**src/rtl/upi_pkg.sv**
```systemverilog
`default_nettype none
// ----------------------------------------------------------------------------
// upi_pkg
// Shared widths, sequencer states, CORDIC arc table and rounding helpers
// for the unicycle pose integrator.
// ----------------------------------------------------------------------------
package upi_pkg;

	localparam int SPD_W   = 16;
	localparam int TS_W    = 16;
	localparam int POS_W   = 32;
	localparam int HEAD_W  = 16;
	localparam int CS_W    = 16;
	localparam int DIST_W  = 33;
	localparam int MA_W    = 34;
	localparam int MB_W    = 17;
	localparam int MP_W    = MA_W + MB_W;
	localparam int CX_W    = 34;
	localparam int CZ_W    = 33;
	localparam int STEPS   = 16;
	localparam int ITER_W  = 4;
	localparam int SUM_W   = 37;
	localparam int DX_W    = MP_W - 15;
	localparam int IN_W    = 32;
	localparam int OUT_W   = 80;

	localparam logic [TS_W-1:0]        TS_RESET    = 16'd256;
	localparam logic signed [CX_W-1:0] CORDIC_GAIN = 34'sd652032874;

	typedef enum logic [3:0] {
		ST_IDLE,
		ST_HEAD,
		ST_DIST,
		ST_LOAD,
		ST_ROT,
		ST_MULX,
		ST_MULY,
		ST_ACCY,
		ST_OUT
	} upi_state_t;

	typedef struct packed {
		logic                   done;
		logic signed [CS_W-1:0] cos_v;
		logic signed [CS_W-1:0] sin_v;
	} upi_cordic_res_t;

	// arc tangent of 2^-i in 2^-32 turn units
	function automatic logic [CZ_W-1:0] arc_angle(input logic [ITER_W-1:0] i);
		logic [CZ_W-1:0] a;
		unique case (i)
			4'd0:  a = 33'h020000000;
			4'd1:  a = 33'h012E4051E;
			4'd2:  a = 33'h009FB385B;
			4'd3:  a = 33'h0051111D4;
			4'd4:  a = 33'h0028B0D43;
			4'd5:  a = 33'h00145D7E1;
			4'd6:  a = 33'h000A2F61E;
			4'd7:  a = 33'h000517C55;
			4'd8:  a = 33'h00028BE53;
			4'd9:  a = 33'h000145F2F;
			4'd10: a = 33'h0000A2F98;
			4'd11: a = 33'h0000517CC;
			4'd12: a = 33'h000028BE6;
			4'd13: a = 33'h0000145F3;
			4'd14: a = 33'h00000A2FA;
			4'd15: a = 33'h00000517D;
			default: a = '0;
		endcase
		return a;
	endfunction

	// Q1.30 to Q1.15, round half up, clamp to +-32767
	function automatic logic signed [CS_W-1:0] to_q15(input logic signed [CX_W-1:0] v);
		logic signed [CX_W:0]    sum;
		logic signed [CX_W-15:0] r;
		logic signed [CS_W-1:0]  q;
		sum = {v[CX_W-1], v} + (CX_W+1)'(16384);
		r   = sum[CX_W:15];
		if (r > 20'sd32767) begin
			q = 16'sd32767;
		end else if (r < -20'sd32767) begin
			q = -16'sd32767;
		end else begin
			q = r[CS_W-1:0];
		end
		return q;
	endfunction

	function automatic logic signed [POS_W-1:0] sat_pos(input logic signed [SUM_W-1:0] v);
		logic signed [POS_W-1:0] p;
		if (v > 37'sd2147483647) begin
			p = 32'sh7FFFFFFF;
		end else if (v < -37'sd2147483648) begin
			p = 32'sh80000000;
		end else begin
			p = v[POS_W-1:0];
		end
		return p;
	endfunction

endpackage
`default_nettype wire

```
**src/rtl/upi_mul.sv**
```systemverilog
`default_nettype none
// ----------------------------------------------------------------------------
// upi_mul
// Shared signed multiplier with a registered product, used for the heading
// increment, the distance and both position steps.
// ----------------------------------------------------------------------------
module upi_mul (
	input  wire logic                             clk,
	input  wire logic signed [upi_pkg::MA_W-1:0]  a,
	input  wire logic signed [upi_pkg::MB_W-1:0]  b,
	output logic signed [upi_pkg::MP_W-1:0]       p_q
);

	always_ff @(posedge clk) begin
		p_q <= upi_pkg::MP_W'(a) * upi_pkg::MP_W'(b);
	end

endmodule
`default_nettype wire

```
**src/rtl/upi_cordic.sv**
```systemverilog
`default_nettype none
// ----------------------------------------------------------------------------
// upi_cordic
// Iterative rotation-mode CORDIC: one shift-add step per cycle over sixteen
// steps, then rounding of cosine and sine to Q1.15.
// ----------------------------------------------------------------------------
module upi_cordic (
	input  wire logic                               clk,
	input  wire logic                               arst_n,
	input  wire logic                               start,
	input  wire logic [upi_pkg::HEAD_W-1:0]         angle,
	output upi_pkg::upi_cordic_res_t                res
);

	logic signed [upi_pkg::CX_W-1:0]  x_q, y_q, x_nx, y_nx, xs, ys;
	logic signed [upi_pkg::CZ_W-1:0]  z_q, z_nx, z_in, z_fold, arc;
	logic [upi_pkg::ITER_W-1:0]       iter_q;
	logic                             run_q, fin_q, done_q, flip_q, flip_in;
	logic signed [upi_pkg::CS_W-1:0]  cos_q, sin_q, cos_r, sin_r;

	// fold into -1/4..1/4 turn
	always_comb begin
		z_in    = {angle[upi_pkg::HEAD_W-1], angle, 16'h0000};
		flip_in = 1'b0;
		z_fold  = z_in;
		if (z_in > 33'sd1073741824) begin
			z_fold  = z_in - 33'sd2147483648;
			flip_in = 1'b1;
		end else if (z_in < -33'sd1073741824) begin
			z_fold  = z_in + 33'sd2147483648;
			flip_in = 1'b1;
		end
	end

	always_comb begin
		xs  = x_q >>> iter_q;
		ys  = y_q >>> iter_q;
		arc = signed'(upi_pkg::arc_angle(iter_q));
		if (!z_q[upi_pkg::CZ_W-1]) begin
			x_nx = x_q - ys;
			y_nx = y_q + xs;
			z_nx = z_q - arc;
		end else begin
			x_nx = x_q + ys;
			y_nx = y_q - xs;
			z_nx = z_q + arc;
		end
	end

	always_comb begin
		cos_r = upi_pkg::to_q15(x_q);
		sin_r = upi_pkg::to_q15(y_q);
		if (flip_q) begin
			cos_r = -cos_r;
			sin_r = -sin_r;
		end
	end

	always_ff @(posedge clk or negedge arst_n) begin
		if (!arst_n) begin
			run_q  <= 1'b0;
			fin_q  <= 1'b0;
			done_q <= 1'b0;
			iter_q <= '0;
		end else begin
			done_q <= fin_q;
			fin_q  <= run_q && (iter_q == upi_pkg::ITER_W'(upi_pkg::STEPS - 1));
			if (start) begin
				run_q  <= 1'b1;
				iter_q <= '0;
			end else if (run_q) begin
				iter_q <= iter_q + 1'b1;
				if (iter_q == upi_pkg::ITER_W'(upi_pkg::STEPS - 1)) begin
					run_q <= 1'b0;
				end
			end
		end
	end

	always_ff @(posedge clk) begin
		if (start) begin
			x_q    <= upi_pkg::CORDIC_GAIN;
			y_q    <= '0;
			z_q    <= z_fold;
			flip_q <= flip_in;
		end else if (run_q) begin
			x_q <= x_nx;
			y_q <= y_nx;
			z_q <= z_nx;
		end
		if (fin_q) begin
			cos_q <= cos_r;
			sin_q <= sin_r;
		end
	end

	assign res.done  = done_q;
	assign res.cos_v = cos_q;
	assign res.sin_v = sin_q;

endmodule
`default_nettype wire

```
**src/rtl/unicycle_pose_integrator_top.sv**
```systemverilog
`default_nettype none
// ----------------------------------------------------------------------------
// unicycle_pose_integrator_top
// Dead-reckoning pose integrator: heading advance, CORDIC cosine and sine,
// saturating Q16.16 position update, all under one small sequencer.
//
//   channel  dir  signals                         contents
//   s        in   s_tvalid s_tready s_tdata[31:0] one speed tick
//   m        out  m_tvalid m_tready m_tdata[79:0] updated pose
//   cfg      in   cfg_valid cfg_ready cfg_data    integration step
//
// A tick is taken only in the idle state, so a new item waits until the last
// has passed the output state; the result is registered there. The 16 CORDIC
// iterations and four passes through the shared multiplier lie on this path.
// Reset clears the pose to zero and the step to 1.0.
// A result waiting on m_tready does not stop the next tick from being taken;
// a second finished result waits in its last state until the first is taken.
// ----------------------------------------------------------------------------
module unicycle_pose_integrator_top (
	input  wire logic                          clk,
	input  wire logic                          arst_n,
	input  wire logic                          s_tvalid,
	output logic                               s_tready,
	input  wire logic [upi_pkg::IN_W-1:0]      s_tdata,   // linear_speed, angular_speed
	output logic                               m_tvalid,
	input  wire logic                          m_tready,
	output logic [upi_pkg::OUT_W-1:0]          m_tdata,   // position_x, position_y, heading
	input  wire logic                          cfg_valid,
	output logic                               cfg_ready,
	input  wire logic [upi_pkg::TS_W-1:0]      cfg_data
);

	upi_pkg::upi_state_t state_q, state_nx;

	logic [upi_pkg::TS_W-1:0]          ts_q;
	logic signed [upi_pkg::SPD_W-1:0]  lin_q, ang_q;
	logic signed [upi_pkg::DIST_W-1:0] dist_q;
	logic [upi_pkg::HEAD_W-1:0]        angle_q;
	logic signed [upi_pkg::POS_W-1:0]  pos_x_q, pos_y_q;
	logic                              m_tvalid_q;
	logic [upi_pkg::OUT_W-1:0]         m_tdata_q;

	logic signed [upi_pkg::MA_W-1:0]   mul_a;
	logic signed [upi_pkg::MB_W-1:0]   mul_b;
	logic signed [upi_pkg::MP_W-1:0]   prod_q;
	logic signed [upi_pkg::MP_W-1:0]   prod_rnd;
	logic signed [upi_pkg::DX_W-1:0]   step_v;
	logic [23:0]                       turn_v;
	logic                              cordic_start, ang_upd, dist_ld, x_upd, y_upd, out_ld;
	logic                              out_free;
	upi_pkg::upi_cordic_res_t          cres;

	upi_mul u_mul (
		.clk (clk),
		.a   (mul_a),
		.b   (mul_b),
		.p_q (prod_q)
	);

	upi_cordic u_cordic (
		.clk    (clk),
		.arst_n (arst_n),
		.start  (cordic_start),
		.angle  (angle_q),
		.res    (cres)
	);

	assign out_free  = !m_tvalid_q || m_tready;
	assign cfg_ready = 1'b1;

	always_comb begin
		state_nx = state_q;
		unique case (state_q)
			upi_pkg::ST_IDLE: if (s_tvalid) state_nx = upi_pkg::ST_HEAD;
			upi_pkg::ST_HEAD: state_nx = upi_pkg::ST_DIST;
			upi_pkg::ST_DIST: state_nx = upi_pkg::ST_LOAD;
			upi_pkg::ST_LOAD: state_nx = upi_pkg::ST_ROT;
			upi_pkg::ST_ROT:  if (cres.done) state_nx = upi_pkg::ST_MULX;
			upi_pkg::ST_MULX: state_nx = upi_pkg::ST_MULY;
			upi_pkg::ST_MULY: state_nx = upi_pkg::ST_ACCY;
			upi_pkg::ST_ACCY: state_nx = upi_pkg::ST_OUT;
			upi_pkg::ST_OUT:  if (out_free) state_nx = upi_pkg::ST_IDLE;
			default:          state_nx = upi_pkg::ST_IDLE;
		endcase
	end

	always_comb begin
		s_tready     = 1'b0;
		cordic_start = 1'b0;
		ang_upd      = 1'b0;
		dist_ld      = 1'b0;
		x_upd        = 1'b0;
		y_upd        = 1'b0;
		out_ld       = 1'b0;
		mul_a        = upi_pkg::MA_W'(dist_q);
		mul_b        = upi_pkg::MB_W'(cres.cos_v);
		unique case (state_q)
			upi_pkg::ST_IDLE: s_tready = 1'b1;
			upi_pkg::ST_HEAD: begin
				mul_a = upi_pkg::MA_W'(ang_q);
				mul_b = signed'({1'b0, ts_q});
			end
			upi_pkg::ST_DIST: begin
				mul_a   = upi_pkg::MA_W'(lin_q);
				mul_b   = signed'({1'b0, ts_q});
				ang_upd = 1'b1;
			end
			upi_pkg::ST_LOAD: begin
				cordic_start = 1'b1;
				dist_ld      = 1'b1;
			end
			upi_pkg::ST_ROT:  ;
			upi_pkg::ST_MULX: ;
			upi_pkg::ST_MULY: begin
				mul_b = upi_pkg::MB_W'(cres.sin_v);
				x_upd = 1'b1;
			end
			upi_pkg::ST_ACCY: y_upd = 1'b1;
			upi_pkg::ST_OUT:  out_ld = out_free;
			default:          ;
		endcase
	end

	// heading increment rounded half up, position step rounded half up
	assign turn_v   = prod_q[23:0] + 24'd128;
	assign prod_rnd = prod_q + upi_pkg::MP_W'(16384);
	assign step_v   = prod_rnd[upi_pkg::MP_W-1:15];

	always_ff @(posedge clk or negedge arst_n) begin
		if (!arst_n) begin
			state_q    <= upi_pkg::ST_IDLE;
			ts_q       <= upi_pkg::TS_RESET;
			angle_q    <= '0;
			pos_x_q    <= '0;
			pos_y_q    <= '0;
			m_tvalid_q <= 1'b0;
		end else begin
			state_q <= state_nx;
			if (cfg_valid && cfg_ready) begin
				ts_q <= cfg_data;
			end
			if (ang_upd) begin
				angle_q <= angle_q + turn_v[23:8];
			end
			if (x_upd) begin
				pos_x_q <= upi_pkg::sat_pos(upi_pkg::SUM_W'(pos_x_q) + upi_pkg::SUM_W'(step_v));
			end
			if (y_upd) begin
				pos_y_q <= upi_pkg::sat_pos(upi_pkg::SUM_W'(pos_y_q) + upi_pkg::SUM_W'(step_v));
			end
			if (out_ld) begin
				m_tvalid_q <= 1'b1;
			end else if (m_tready) begin
				m_tvalid_q <= 1'b0;
			end
		end
	end

	always_ff @(posedge clk) begin
		if (s_tvalid && s_tready) begin
			lin_q <= s_tdata[15:0];
			ang_q <= s_tdata[31:16];
		end
		if (dist_ld) begin
			dist_q <= prod_q[upi_pkg::DIST_W-1:0];
		end
		if (out_ld) begin
			m_tdata_q <= {angle_q, pos_y_q, pos_x_q};
		end
	end

	assign m_tvalid = m_tvalid_q;
	assign m_tdata  = m_tdata_q;

	a_done_in_rot: assert property (@(posedge clk) disable iff (!arst_n)
		cres.done |-> state_q == upi_pkg::ST_ROT)
		else $error("cordic done outside rotation wait");

	a_busy_after_accept: assert property (@(posedge clk) disable iff (!arst_n)
		(s_tvalid && s_tready) |=> !s_tready)
		else $error("second transfer taken while busy");

	a_out_from_seq: assert property (@(posedge clk) disable iff (!arst_n)
		$rose(m_tvalid) |-> $past(state_q == upi_pkg::ST_OUT))
		else $error("result raised outside output state");

	a_heading_hold: assert property (@(posedge clk) disable iff (!arst_n)
		state_q != upi_pkg::ST_DIST |=> $stable(angle_q))
		else $error("heading changed outside its update");

endmodule
`default_nettype wire

```
**config.mk**
```make
export PLATFORM = sky130hd
export DESIGN_NAME = unicycle_pose_integrator_top
export DESIGN_NICKNAME = d
export VERILOG_FILES = /design/src/rtl/upi_pkg.sv /design/src/rtl/upi_mul.sv /design/src/rtl/upi_cordic.sv /design/src/rtl/unicycle_pose_integrator_top.sv
export SDC_FILE = /design/constraint.sdc
export NUM_CORES = 2
export LEC_CHECK = 0
export ABC_AREA = 1
export BUFFER_PORTS_ARGS = -buffer_cell sky130_fd_sc_hd__buf_2
export CELL_PAD_IN_SITES_DETAIL_PLACEMENT = 1
export CELL_PAD_IN_SITES_GLOBAL_PLACEMENT = 2
export CORE_MARGIN = 1
export CORE_UTILIZATION = 30
export CTS_BUF_LIST = sky130_fd_sc_hd__clkbuf_4 sky130_fd_sc_hd__clkbuf_8
export CTS_CLUSTER_DIAMETER = 40
export DETAILED_ROUTE_END_ITERATION = 7
export GPL_ROUTABILITY_DRIVEN = 1
export GPL_TIMING_DRIVEN = 0
export PLACE_DENSITY = 0.78
export SYNTH_ARGS = -nofsm -noshare
export SYNTH_HDL_FRONTEND = slang
export SYNTH_SLANG_ARGS = --single-unit
```
**constraint.sdc**
```tcl
create_clock -name clk -period 14.95 [get_ports clk]
set_input_delay 2.99 -clock clk [delete_from_list [all_inputs] [get_ports clk]]
set_output_delay 2.99 -clock clk [all_outputs]
set_load 0.03 [all_outputs]
```
==> reports/summary.txt <==
Die area: 180000 sq um
Worst EP arrival: 11.12 ns
Port bufs: 133
Max Cap Viol: 0
Clk slew on worst S/H paths: 0.05 ns
CTS Buf Count: 101
Vias: 49838
Core area: 177000 sq um
DRC errors left: 0
Mapped Area: 53500 sq um
Num ports: 136
Slew at the pin closest to its max-slew limit: 1.44 ns
Crit path time final: 10.37 ns
Wirelength per Cell: 21.8 microns
Crit path kind: reg -> reg
Syn Nets: 8152
Area grow syn2layout: 11.6%
Setup TNS: 0 ns
Placed Cells incl. Taps: 9718
Worst path slowest cell: a21oi_1
Layout Skew: 0.0634 ns
Top delay family on crit path: adder cells
Fin cells: 9910
Worst Setup End Kind: register
Slew HR: 3.75%
Hold Buf Count CTS: 0
Final nets: 8398
Worst path required time: 15.70 ns
H-Tree Level Count: 3
Post-DRT Antenna Nets: 0
Synthesized netlist cell count: 7235
Initial DRC Count: 2989
Worst-Skew Late Latency: 0.87 ns
Max-slew violation count: 0
Root Driver: clkbuf_8
Die Width: 424 microns
#FFs+latches synth: 438
Die Y: 424 microns
DRT Wirelength: 216 mm
Number of flops mapped to enable cells by yosys: 211
Final period utilization: 69.4%
Ys Warns: 0
CP bufs+invs: 8
Ys async rst share: 24.7%
RSZ-0062 raised after global routing: false
Layout Utilization: 33.8%
Hold_ws: 0.403 ns
CTS tree: yes
Vias in the first global route: 53270
Clock sinks: 438
Gp weighted congestion: 0.941
Initial Util: 30.3%
Clock tree buffer depth: 3
Avg Cell Area, Syn: 7.40 sq um
Cell variety after synth: 67
CP max stage delay: 1.01 ns
Fmax: 96.4 MHz
Tot GR Track Use: 23.8%
Worst Hold Class: reg -> reg
Number of antenna violations at the first check in global routing: 3
Startpoint Class: register
Status: complete, no violations
CP max FO: 10
Overflow after GRT: 0
First-pass GRT wire length: 326 mm
Final setup viols: 0
# rows: 154
Vias per cell: 5.03
Postcts setup bufs: 0
Largest net degree at the start of global routing: 62
First-pass detailed-route iteration total: 5
Final Hold Fails: 0
Post-CTS sizing: 0
Share of layout cells above drive strength 1: 7.40%
DP HPWL: 181 mm
Predominant post-synthesis flop cell: edfxtp_1
Sequential-to-total area share from yosys stat: 21.3%
Ant diodes: 0
[metrics by stage]
step                instance area, sq um  setup WS, ns
floorplan                          53500          7.91
global placement                   57100          4.52
global route                       59700          3.95
detailed placement                 57300          4.70
finish                             59700          4.58
CTS                                59700          4.68
[kinds of logic (layout without fill, tap and decap cells)]
logic type               count (synthesis)  in the layout  synth area share [%]
AND/OR/NAND/NOR                       3191           3191                  24.6
buffers and inverters                 1413           1748                  10.3
AO/OA/AOI/OAI                         1004           1004                  10.5
adder cells (fa/ha/maj)                864            864                  27.9
flip-flops                             438            438                  21.3
XOR/XNOR                               322            322                  5.27
multiplexers                             2              2                0.0421
other                                    1              1               0.00700
[cell type report]
type	count	area, sq um
Sequential cell	438	11400
Clock inverter	66	719
Inverter	1197	4500
Multi-Input combinational cell	5384	36600
Clock buffer	126	1670
Timing Repair Buffer	143	843
Tap cell	2340	2930
Buffer	216	1040
Fill cell	21951	117000
[worst register-to-register path, delay by kind of cell (launching register included)]
| family | cells | cell delay, ns |
|---|---|---|
| AO/OA/AOI/OAI | 4 | 2.53 |
| XOR/XNOR | 1 | 0.20 |
| flip-flops | 1 | 0.42 |
| AND/OR/NAND/NOR | 8 | 2.17 |
| buffers and inverters | 8 | 1.41 |
| adder cells (fa/ha/maj) | 7 | 3.57 |
[synth_stat cells (20+ instances only)]
library cell | n | share of area [%]
xor2_1 | 224 | 3.7
nand2_1 | 1656 | 12
o21a_1 | 24 | 0.34
nor3_1 | 67 | 0.63
buf_4 | 20 | 0.28
dfrtp_1 | 107 | 5.0
nor2_2 | 27 | 0.32
clkbuf_1 | 102 | 0.72
fa_1 | 548 | 20
dfxtp_1 | 119 | 4.4
nand3_1 | 488 | 4.6
a31oi_1 | 43 | 0.50
a21o_1 | 23 | 0.32
a21oi_1 | 429 | 4.0
nor2_1 | 821 | 5.8
nand4_1 | 46 | 0.54
or2_2 | 20 | 0.23
inv_1 | 1171 | 8.2
buf_2 | 68 | 0.64
o21ai_1 | 23 | 0.21
edfxtp_1 | 211 | 12
xnor2_1 | 98 | 1.6
o21ai_0 | 327 | 3.1
ha_1 | 316 | 7.4
[layout by cell type (no fill, tap or decap), types with 15 or more instances in the layout]
master,synthesis,final
nand2_1,1656,1655
inv_1,1171,1171
nor2_1,821,820
fa_1,548,548
nand3_1,488,488
a21oi_1,429,426
o21ai_0,327,327
ha_1,316,316
xor2_1,224,224
edfxtp_1,211,211
buf_2,68,200
dfxtp_1,119,119
clkbuf_8,0,115
dfrtp_1,107,106
clkbuf_1,102,101
xnor2_1,98,98
nor3_1,67,66
nand4_1,46,46
a31oi_1,43,43
nor2_2,27,27
o21a_1,24,24
o21ai_1,23,23
a21o_1,23,23
buf_4,20,21
a21oi_2,17,20
or2_2,20,20
o21bai_1,18,18
clkinv_2,0,18
buf_1,17,17
clkinv_1,12,17
nor4_1,16,16
a21boi_0,16,16
a22o_1,15,15
o211ai_1,15,15
clkinvlp_4,0,15
[final timing paths]
check	startpoint	slack (ns)	cells past startpoint	endpoint
min reg2reg	u_mul.p_q[0]	0.40	0	dist_q[0]
min	u_mul.p_q[0]	0.40	0	dist_q[0]
min in group asynchronous	arst_n	2.09	1	pos_y_q[22]
max in group asynchronous	arst_n	11.94	2	ts_q[8]
max	state_q[3]	4.58	28	u_mul.p_q[46]
max reg2reg	state_q[3]	4.58	28	u_mul.p_q[46]
[flip-flops by register name, summed over array words and instances (netlist names), 32 cells and up]
name          count
u_cordic.z_q     33
dist_q           33
m_tdata          80
u_mul.p_q        51
pos_y_q          32
pos_x_q          32
u_cordic.y_q     34
u_cordic.x_q     34
[per-layer routing]
layer / track usage, % / part of all wire, % / routed length (microns) / vias up
li1: - / - / - / 23443
met4: 8.26 / 3.5 / 7600 / 0
met2: 40.1 / 47 / 102000 / 1034
met1: 31.6 / 45 / 98000 / 25074
met5: 0 / 0 / 0 / -
met3: 2.40 / 3.8 / 8190 / 287
Power is not shown: default switching activity piles up to over one toggle a cycle in this logic, so the estimate is an artifact.
